$ cat src/design/crc8_framed_datagram_receiver_top_defines.svh
// assertion macros for the crc8 framed datagram receiver
// no dependencies; taken in by the files that carry assertions

`ifndef CRC8_FRAMED_DATAGRAM_RECEIVER_TOP_DEFINES_SVH
`define CRC8_FRAMED_DATAGRAM_RECEIVER_TOP_DEFINES_SVH

`ifndef SYNTHESIS

`define CRC8FDR_ASSERT(label, clk, rst_n, prop) \
    label: assert property (@(posedge clk) disable iff (!rst_n) prop) \
        else $error("crc8fdr assertion failed");

`define CRC8FDR_ASSERT_NEVER(label, clk, rst_n, cond) \
    label: assert property (@(posedge clk) disable iff (!rst_n) !(cond)) \
        else $error("crc8fdr forbidden condition seen");

`else

`define CRC8FDR_ASSERT(label, clk, rst_n, prop)

`define CRC8FDR_ASSERT_NEVER(label, clk, rst_n, cond)

`endif

`endif

$ cat src/design/crc8fdr_pkg.sv
// shared constants for the crc8 framed datagram receiver
// no dependencies; imported by crc8_framed_datagram_receiver_top

package crc8fdr_pkg;

    localparam int unsigned BYTE_W        = 8;
    localparam int unsigned PAYLOAD_W     = 32;
    localparam int unsigned PAYLOAD_BYTES = PAYLOAD_W / BYTE_W;

    localparam logic [BYTE_W-1:0] CRC_POLY   = 8'h07;
    localparam logic [BYTE_W-1:0] CRC_INIT   = 8'h00;
    localparam logic [BYTE_W-1:0] SYNC_RESET = 8'h05;
    localparam logic [BYTE_W-1:0] ADDR_RESET = 8'h00;

    localparam int unsigned CFG_INDEX_W = 2;
    localparam logic [CFG_INDEX_W-1:0] CFG_SYNC_BYTE     = 2'd0;
    localparam logic [CFG_INDEX_W-1:0] CFG_SLAVE_ADDRESS = 2'd1;

    localparam int unsigned FRAME_BYTES_DEF = 7;
    localparam int unsigned SYNC_POS_DEF    = 0;
    localparam int unsigned ADDR_POS_DEF    = 1;
    localparam int unsigned PAYLOAD_POS_DEF = 2;

endpackage

$ cat src/design/crc8_framed_datagram_receiver_top.sv
// crc8 framed datagram receiver: byte window, bit-serial crc-8 check, result register
// depends on crc8fdr_pkg and crc8_framed_datagram_receiver_top_defines.svh
//
//   channel | handshake            | payload
//   --------+----------------------+---------------------------
//   input   | in_valid / in_ready  | rx_byte
//   output  | out_valid / out_ready| frame_found, payload_word
//   config  | cfg_valid / cfg_ready| cfg_index, cfg_data
//
// each beat is checked by the single crc bit step, which walks every bit of the window
// but the last byte once
// in_ready is high only while the sequencer is idle; a finished result waits in the
// output register and a new beat may be taken meanwhile
// reset clears the window, found flag and registers to their defaults; cfg_ready is always high

`include "crc8_framed_datagram_receiver_top_defines.svh"

module crc8_framed_datagram_receiver_top #(
    parameter int unsigned FRAME_BYTES = crc8fdr_pkg::FRAME_BYTES_DEF,
    parameter int unsigned SYNC_POS    = crc8fdr_pkg::SYNC_POS_DEF,
    parameter int unsigned ADDR_POS    = crc8fdr_pkg::ADDR_POS_DEF,
    parameter int unsigned PAYLOAD_POS = crc8fdr_pkg::PAYLOAD_POS_DEF
) (
    input  logic                                clk,
    input  logic                                rst_n,
    input  logic                                in_valid,
    output logic                                in_ready,
    input  logic [crc8fdr_pkg::BYTE_W-1:0]      rx_byte,
    output logic                                out_valid,
    input  logic                                out_ready,
    output logic                                frame_found,
    output logic [crc8fdr_pkg::PAYLOAD_W-1:0]   payload_word,
    input  logic                                cfg_valid,
    output logic                                cfg_ready,
    input  logic [crc8fdr_pkg::CFG_INDEX_W-1:0] cfg_index,
    input  logic [crc8fdr_pkg::BYTE_W-1:0]      cfg_data
);
    import crc8fdr_pkg::*;

    localparam int unsigned CRC_BITS = (FRAME_BYTES - 1) * BYTE_W;
    localparam int unsigned CNT_W    = $clog2(CRC_BITS);

    typedef enum logic [1:0] {
        ST_IDLE,
        ST_CRC,
        ST_DONE
    } state_t;

    state_t                  state_reg, state_next;
    logic [BYTE_W-1:0]       win_reg [FRAME_BYTES];
    logic [BYTE_W-1:0]       win_next [FRAME_BYTES];
    logic [CRC_BITS-1:0]     data_reg, data_next;
    logic [BYTE_W-1:0]       crc_reg, crc_next;
    logic [CNT_W-1:0]        cnt_reg, cnt_next;
    logic                    found_reg, found_next;
    logic [BYTE_W-1:0]       sync_reg, sync_next;
    logic [BYTE_W-1:0]       addr_reg, addr_next;
    logic                    out_valid_reg, out_valid_next;
    logic                    frame_found_reg, frame_found_next;
    logic [PAYLOAD_W-1:0]    payload_reg, payload_next;

    logic                    in_beat;
    logic                    crc_last;
    logic                    frame_hit;
    logic [BYTE_W-1:0]       sync_val;
    logic [BYTE_W-1:0]       addr_val;
    logic [BYTE_W-1:0]       pay_byte [PAYLOAD_BYTES];
    logic [PAYLOAD_W-1:0]    pay_word;
    logic [BYTE_W-1:0]       crc_step;

    assign in_ready     = (state_reg == ST_IDLE);
    assign cfg_ready    = 1'b1;
    assign out_valid    = out_valid_reg;
    assign frame_found  = frame_found_reg;
    assign payload_word = payload_reg;

    assign in_beat  = in_valid && in_ready;
    assign crc_last = (cnt_reg == CNT_W'(CRC_BITS - 1));

    // fixed window taps; positions past the window read as zero
    if (SYNC_POS < FRAME_BYTES) begin : g_sync_in
        assign sync_val = win_reg[SYNC_POS];
    end else begin : g_sync_out
        assign sync_val = '0;
    end

    if (ADDR_POS < FRAME_BYTES) begin : g_addr_in
        assign addr_val = win_reg[ADDR_POS];
    end else begin : g_addr_out
        assign addr_val = '0;
    end

    for (genvar k = 0; k < PAYLOAD_BYTES; k++) begin : g_pay
        if (PAYLOAD_POS + k < FRAME_BYTES) begin : g_in
            assign pay_byte[k] = win_reg[PAYLOAD_POS + k];
        end else begin : g_out
            assign pay_byte[k] = '0;
        end
    end

    always_comb
    begin
        for (int k = 0; k < PAYLOAD_BYTES; k++)
        begin
            pay_word[(PAYLOAD_BYTES - 1 - k) * BYTE_W +: BYTE_W] = pay_byte[k];
        end
    end

    assign frame_hit = (sync_val == sync_reg) && (addr_val == addr_reg) &&
                       (crc_reg == win_reg[FRAME_BYTES - 1]);

    // shared crc unit: one bit per cycle, lsb first
    always_comb
    begin
        crc_step = {crc_reg[BYTE_W-2:0], 1'b0};
        if (crc_reg[BYTE_W-1] ^ data_reg[0])
        begin
            crc_step = crc_step ^ CRC_POLY;
        end
    end

    always_comb
    begin
        state_next       = state_reg;
        win_next         = win_reg;
        data_next        = data_reg;
        crc_next         = crc_reg;
        cnt_next         = cnt_reg;
        found_next       = found_reg;
        sync_next        = sync_reg;
        addr_next        = addr_reg;
        out_valid_next   = out_valid_reg;
        frame_found_next = frame_found_reg;
        payload_next     = payload_reg;

        if (out_valid_reg && out_ready)
        begin
            out_valid_next = 1'b0;
        end

        if (cfg_valid && cfg_ready)
        begin
            unique case (cfg_index)
                CFG_SYNC_BYTE:     sync_next = cfg_data;
                CFG_SLAVE_ADDRESS: addr_next = cfg_data;
                default:           ;
            endcase
        end

        unique case (state_reg)
            ST_IDLE:
            begin
                if (in_beat)
                begin
                    // window clears on the beat after a found frame
                    for (int i = 0; i < FRAME_BYTES - 1; i++)
                    begin
                        win_next[i] = found_reg ? '0 : win_reg[i + 1];
                    end
                    win_next[FRAME_BYTES - 1] = rx_byte;
                    for (int i = 0; i < FRAME_BYTES - 1; i++)
                    begin
                        data_next[i * BYTE_W +: BYTE_W] = win_next[i];
                    end
                    found_next = 1'b0;
                    crc_next   = CRC_INIT;
                    cnt_next   = '0;
                    state_next = ST_CRC;
                end
            end
            ST_CRC:
            begin
                crc_next  = crc_step;
                data_next = data_reg >> 1;
                cnt_next  = cnt_reg + 1'b1;
                if (crc_last)
                begin
                    state_next = ST_DONE;
                end
            end
            ST_DONE:
            begin
                if (!out_valid_reg || out_ready)
                begin
                    found_next       = frame_hit;
                    out_valid_next   = 1'b1;
                    frame_found_next = frame_hit;
                    payload_next     = frame_hit ? pay_word : '0;
                    state_next       = ST_IDLE;
                end
            end
            default:
            begin
                state_next = ST_IDLE;
            end
        endcase
    end

    always_ff @(posedge clk or negedge rst_n)
    begin
        if (!rst_n)
        begin
            state_reg       <= ST_IDLE;
            for (int i = 0; i < FRAME_BYTES; i++)
            begin
                win_reg[i] <= '0;
            end
            found_reg       <= 1'b0;
            sync_reg        <= SYNC_RESET;
            addr_reg        <= ADDR_RESET;
            out_valid_reg   <= 1'b0;
            frame_found_reg <= 1'b0;
            cnt_reg         <= '0;
        end
        else
        begin
            state_reg       <= state_next;
            win_reg         <= win_next;
            found_reg       <= found_next;
            sync_reg        <= sync_next;
            addr_reg        <= addr_next;
            out_valid_reg   <= out_valid_next;
            frame_found_reg <= frame_found_next;
            cnt_reg         <= cnt_next;
        end
    end

    always_ff @(posedge clk)
    begin
        data_reg    <= data_next;
        crc_reg     <= crc_next;
        payload_reg <= payload_next;
    end

    `CRC8FDR_ASSERT(a_clear_after_find, clk, rst_n, (in_beat && found_reg) |=> (win_reg[0] == '0))
    `CRC8FDR_ASSERT(a_crc_ends, clk, rst_n, (state_reg == ST_CRC && crc_last) |=> (state_reg == ST_DONE))
    `CRC8FDR_ASSERT_NEVER(a_payload_zero, clk, rst_n, out_valid_reg && !frame_found_reg && payload_reg != '0)

endmodule

$ cat config.mk
export PLATFORM = sky130hd
export DESIGN_NAME = crc8_framed_datagram_receiver_top
export DESIGN_NICKNAME = d
export VERILOG_FILES = /design/src/design/crc8fdr_pkg.sv /design/src/design/crc8_framed_datagram_receiver_top.sv
export VERILOG_INCLUDE_DIRS = /design/src /design/src/design
export SDC_FILE = /design/constraint.sdc
export NUM_CORES = 1
export LEC_CHECK = 0
export ABC_CLOCK_PERIOD_IN_PS = 6200
export BUFFER_PORTS_ARGS = -buffer_cell sky130_fd_sc_hd__buf_2
export CAP_MARGIN = 40
export CORE_ASPECT_RATIO = 1.25
export CORE_MARGIN = 2
export CORE_UTILIZATION = 45
export DETAILED_ROUTE_END_ITERATION = 8
export PLACE_DENSITY_LB_ADDON = 0.12
export SETUP_SLACK_MARGIN = 0.02
export SLEW_MARGIN = 10
export SYNTH_ARGS = -nofsm -noshare
export SYNTH_HDL_FRONTEND = slang
export SYNTH_SLANG_ARGS = --single-unit
$ cat constraint.sdc
create_clock -name clk -period 6.2 [get_ports clk]
set_input_delay 0.62 -clock clk [delete_from_list [all_inputs] [get_ports clk]]
set_output_delay 0.62 -clock clk [all_outputs]
set_load 0.01 [all_outputs]
==> metrics.csv <==
metric,value,unit
1st-pass router iterations,4,
share of layout cells above drive strength 1,0.2088,
compound-gate portion of the synthesized area,0.07400,
routability cong.,0.7509,
setup TNS,0,ns
Max Clk Rate,0.4024,GHz
routed via count,4574,
TritonCTS Buffers,17,
num rows,52,
CTS H-tree depth,4,
die height,146.6,microns
largest net degree at the start of global routing,77,
Synth Cell Area,7321,sq um
# hold bufs at CTS,1,
final worst-path cycle share,0.4009,
Synth area leaders,"edfxtp_1 36%, dfrtp_1 28%, nand2_1 5.3%",
"flops & latches, synth",171,
PD cells,457.4,nW/um^2
die area,17310,sq um
initial antenna violation count,0,
first-pass GRT wire length,23050,microns
area of the multi-input gates,2312,sq um
max-slew violations,0,
Synth Instances,621,
CTS tree,built,
max-cap viol count,0,
Synth Flop Type,edfxtp_1,
Yosys top cell by area,edfxtp_1,
worst-path fanout max,36,
Final Hold Fails,0,
nets,696,
Synth cell types,38,
Leakage Power,0.003439,uW
CP startpoint kind,flop,
total grt overflow,0,
leading cell types by count after synthesis,"103 x nand2_1, 88 x edfxtp_1, 81 x dfrtp_1",
Clock Sinks,171,
status,finished clean,
Reg-to-Reg Start,state_reg[1],
Setup-failing EPs final,0,
final non-filler cell total,901,
die width,118.1,microns
WS Path Type,flop to flop,
CTS Root Cell,clkbuf_16,
effective utilization at floorplan,0.4555,
worst vdd ir,0.2162,mV
mux share of post-synthesis cell area,0.03692,
Slew HR,0.5454,
Antenna Diode Count,0,
Worst-Skew Late Latency,0.43,ns
Overall Global Routing Usage,0.1715,
clock tree buffer depth,2,
post-placement cell count,868,
sequential cell area,4722,sq um
post-synthesis adder-cell area fraction,0.001709,
core area,16070,sq um
actual slew at the worst max-slew pin,0.6796,ns
Hold WC Path Type,input pin to flop,
area grow syn2layout,15.55,%
FF-to-FF setup slack,3.71,ns
yosys warns,0,
Crit path arrival time,2.57,ns
# DRC,0,
Synth top area share,0.3610,
Post-CTS Setup Bufs,0,
top-count cell post-synth,nand2_1,
fraction of the yosys area taken by sequential cells,0.6450,
shortest period the worst path allows,2.485,ns
WHS Endpoint,win_reg[0],
HP Start,rx_byte[0],
Iter 0 DRT Violations,197,
vias per cell,5.077,
"EDFF count, synth",88,
DP Wirelength,9455,microns
XOR/XNOR share of the synthesized area,0.03230,
end of the worst register-to-register path,data_reg[44],
WL per Instance,15.57,microns
Syn Area/Cell,11.79,sq um
post_cts resized,0,
ys async rst share,0.4854,
clock slew at reported path FFs,0.06,ns
worst path required time,6.28,ns
Filler cells,1427,
unrepaired setup endpoints after global routing,no,
FF-to-FF path depth,5,
Worst setup EP type,flop,
hold path depth,2,
WL final,14030,microns
max reg flops,48,
number of global-route vias before repair,4455,
skew final,0.008322,ns
largest family of logic cells by synthesized area,simple AND/OR/NAND/NOR gates,
Final ANT Viol Nets,0,
syn nets,645,
I/O pins,59,
number of buffers added on ports,57,
simple-gate portion of the synthesized area,0.1677,
[power breakdown]
part	switching, uW	internal (uW)	total (uW)
registers	235	1660	1900
clock network	429	590	1020
logic	604	349	952
[layout make-up]
cell class              instances  share of cell area
flip-flops and latches        171              0.5582
multi-input cells             379              0.2733
inverters                      34             0.01509
clock buffers                  20             0.05162
repair buffers                 69             0.05502
well taps                     216             0.03195
clock inverters                12             0.01479
[per-layer routing]
layer	routed length [microns]	global-route usage	share of wire	vias up
met5	0	0	0	-
met4	317	0.07410	0.023	0
li1	-	-	-	2228
met3	423	0.03633	0.030	25
met1	6455	0.2206	0.46	2228
met2	6829	0.2812	0.49	93
[cells in the final DEF (no fill, tap or decap), drive strengths merged, types with 2 or more instances in the layout]
master	n
edfxtp	88
mux2	24
xor2	25
dfstp	2
a21oi	2
nand3	7
nor3	32
and2	6
clkinvlp	2
nand2b	51
o31ai	2
dfrtp	81
inv	34
bufinv	2
clkinv	8
nor2	6
nand2	103
xnor2	2
o21ai	99
clkbuf	20
or2b	2
buf	68
nor4	6
nand4	3
[worst max-delay path, stage by stage, from the launching register on]
cell and delay [ns]:
dfrtp_1 0.44, nor2_1 0.29, nand2_4 0.06, buf_4 0.27, nand2_2 0.57, buf_4 0.49
[stage by stage]
step	utilization	power (uW)	cell area (sq um)	hold WS (ns)	worst slack, ns
finish	0.5264	3869	8459	0.4010	3.715
global route	0.5264	4118	8459	0.3892	3.561
CTS	0.5264	3907	8459	0.3823	3.722
detailed placement	0.4908	2882	7888	0.4410	3.715
global placement	0.4832	2817	7765	0.4393	3.149
floorplan	-	2555	7321	0.3244	3.626
[logic make-up (layout without fill, tap and decap cells)]
| kind of cell | count (synthesis) | count (layout) |
|---|---|---|
| muxes | 24 | 24 |
| adders and majority gates | 1 | 1 |
| xor gates and xnor gates | 27 | 27 |
| AOI/OAI and AO/OA | 106 | 106 |
| other | 1 | 1 |
| buffers and inverters | 71 | 135 |
| and+or+nand+nor | 220 | 220 |
| DFF | 171 | 171 |
[worst max path at each step]
stage	endpoint	from	slack, ns	cells past startpoint
5_1_grt	data_reg[44]	state_reg[1]	3.56	5
3_5_place_dp	data_reg[27]	in_valid	3.72	5
2_1_floorplan	crc_reg[0]	state_reg[0]	3.63	4
6_report	data_reg[44]	state_reg[1]	3.71	5
3_3_place_gp	data_reg[27]	in_valid	3.15	5
4_1_cts	data_reg[44]	state_reg[1]	3.72	5
Note: power is estimated with default switching activity, not from simulation.
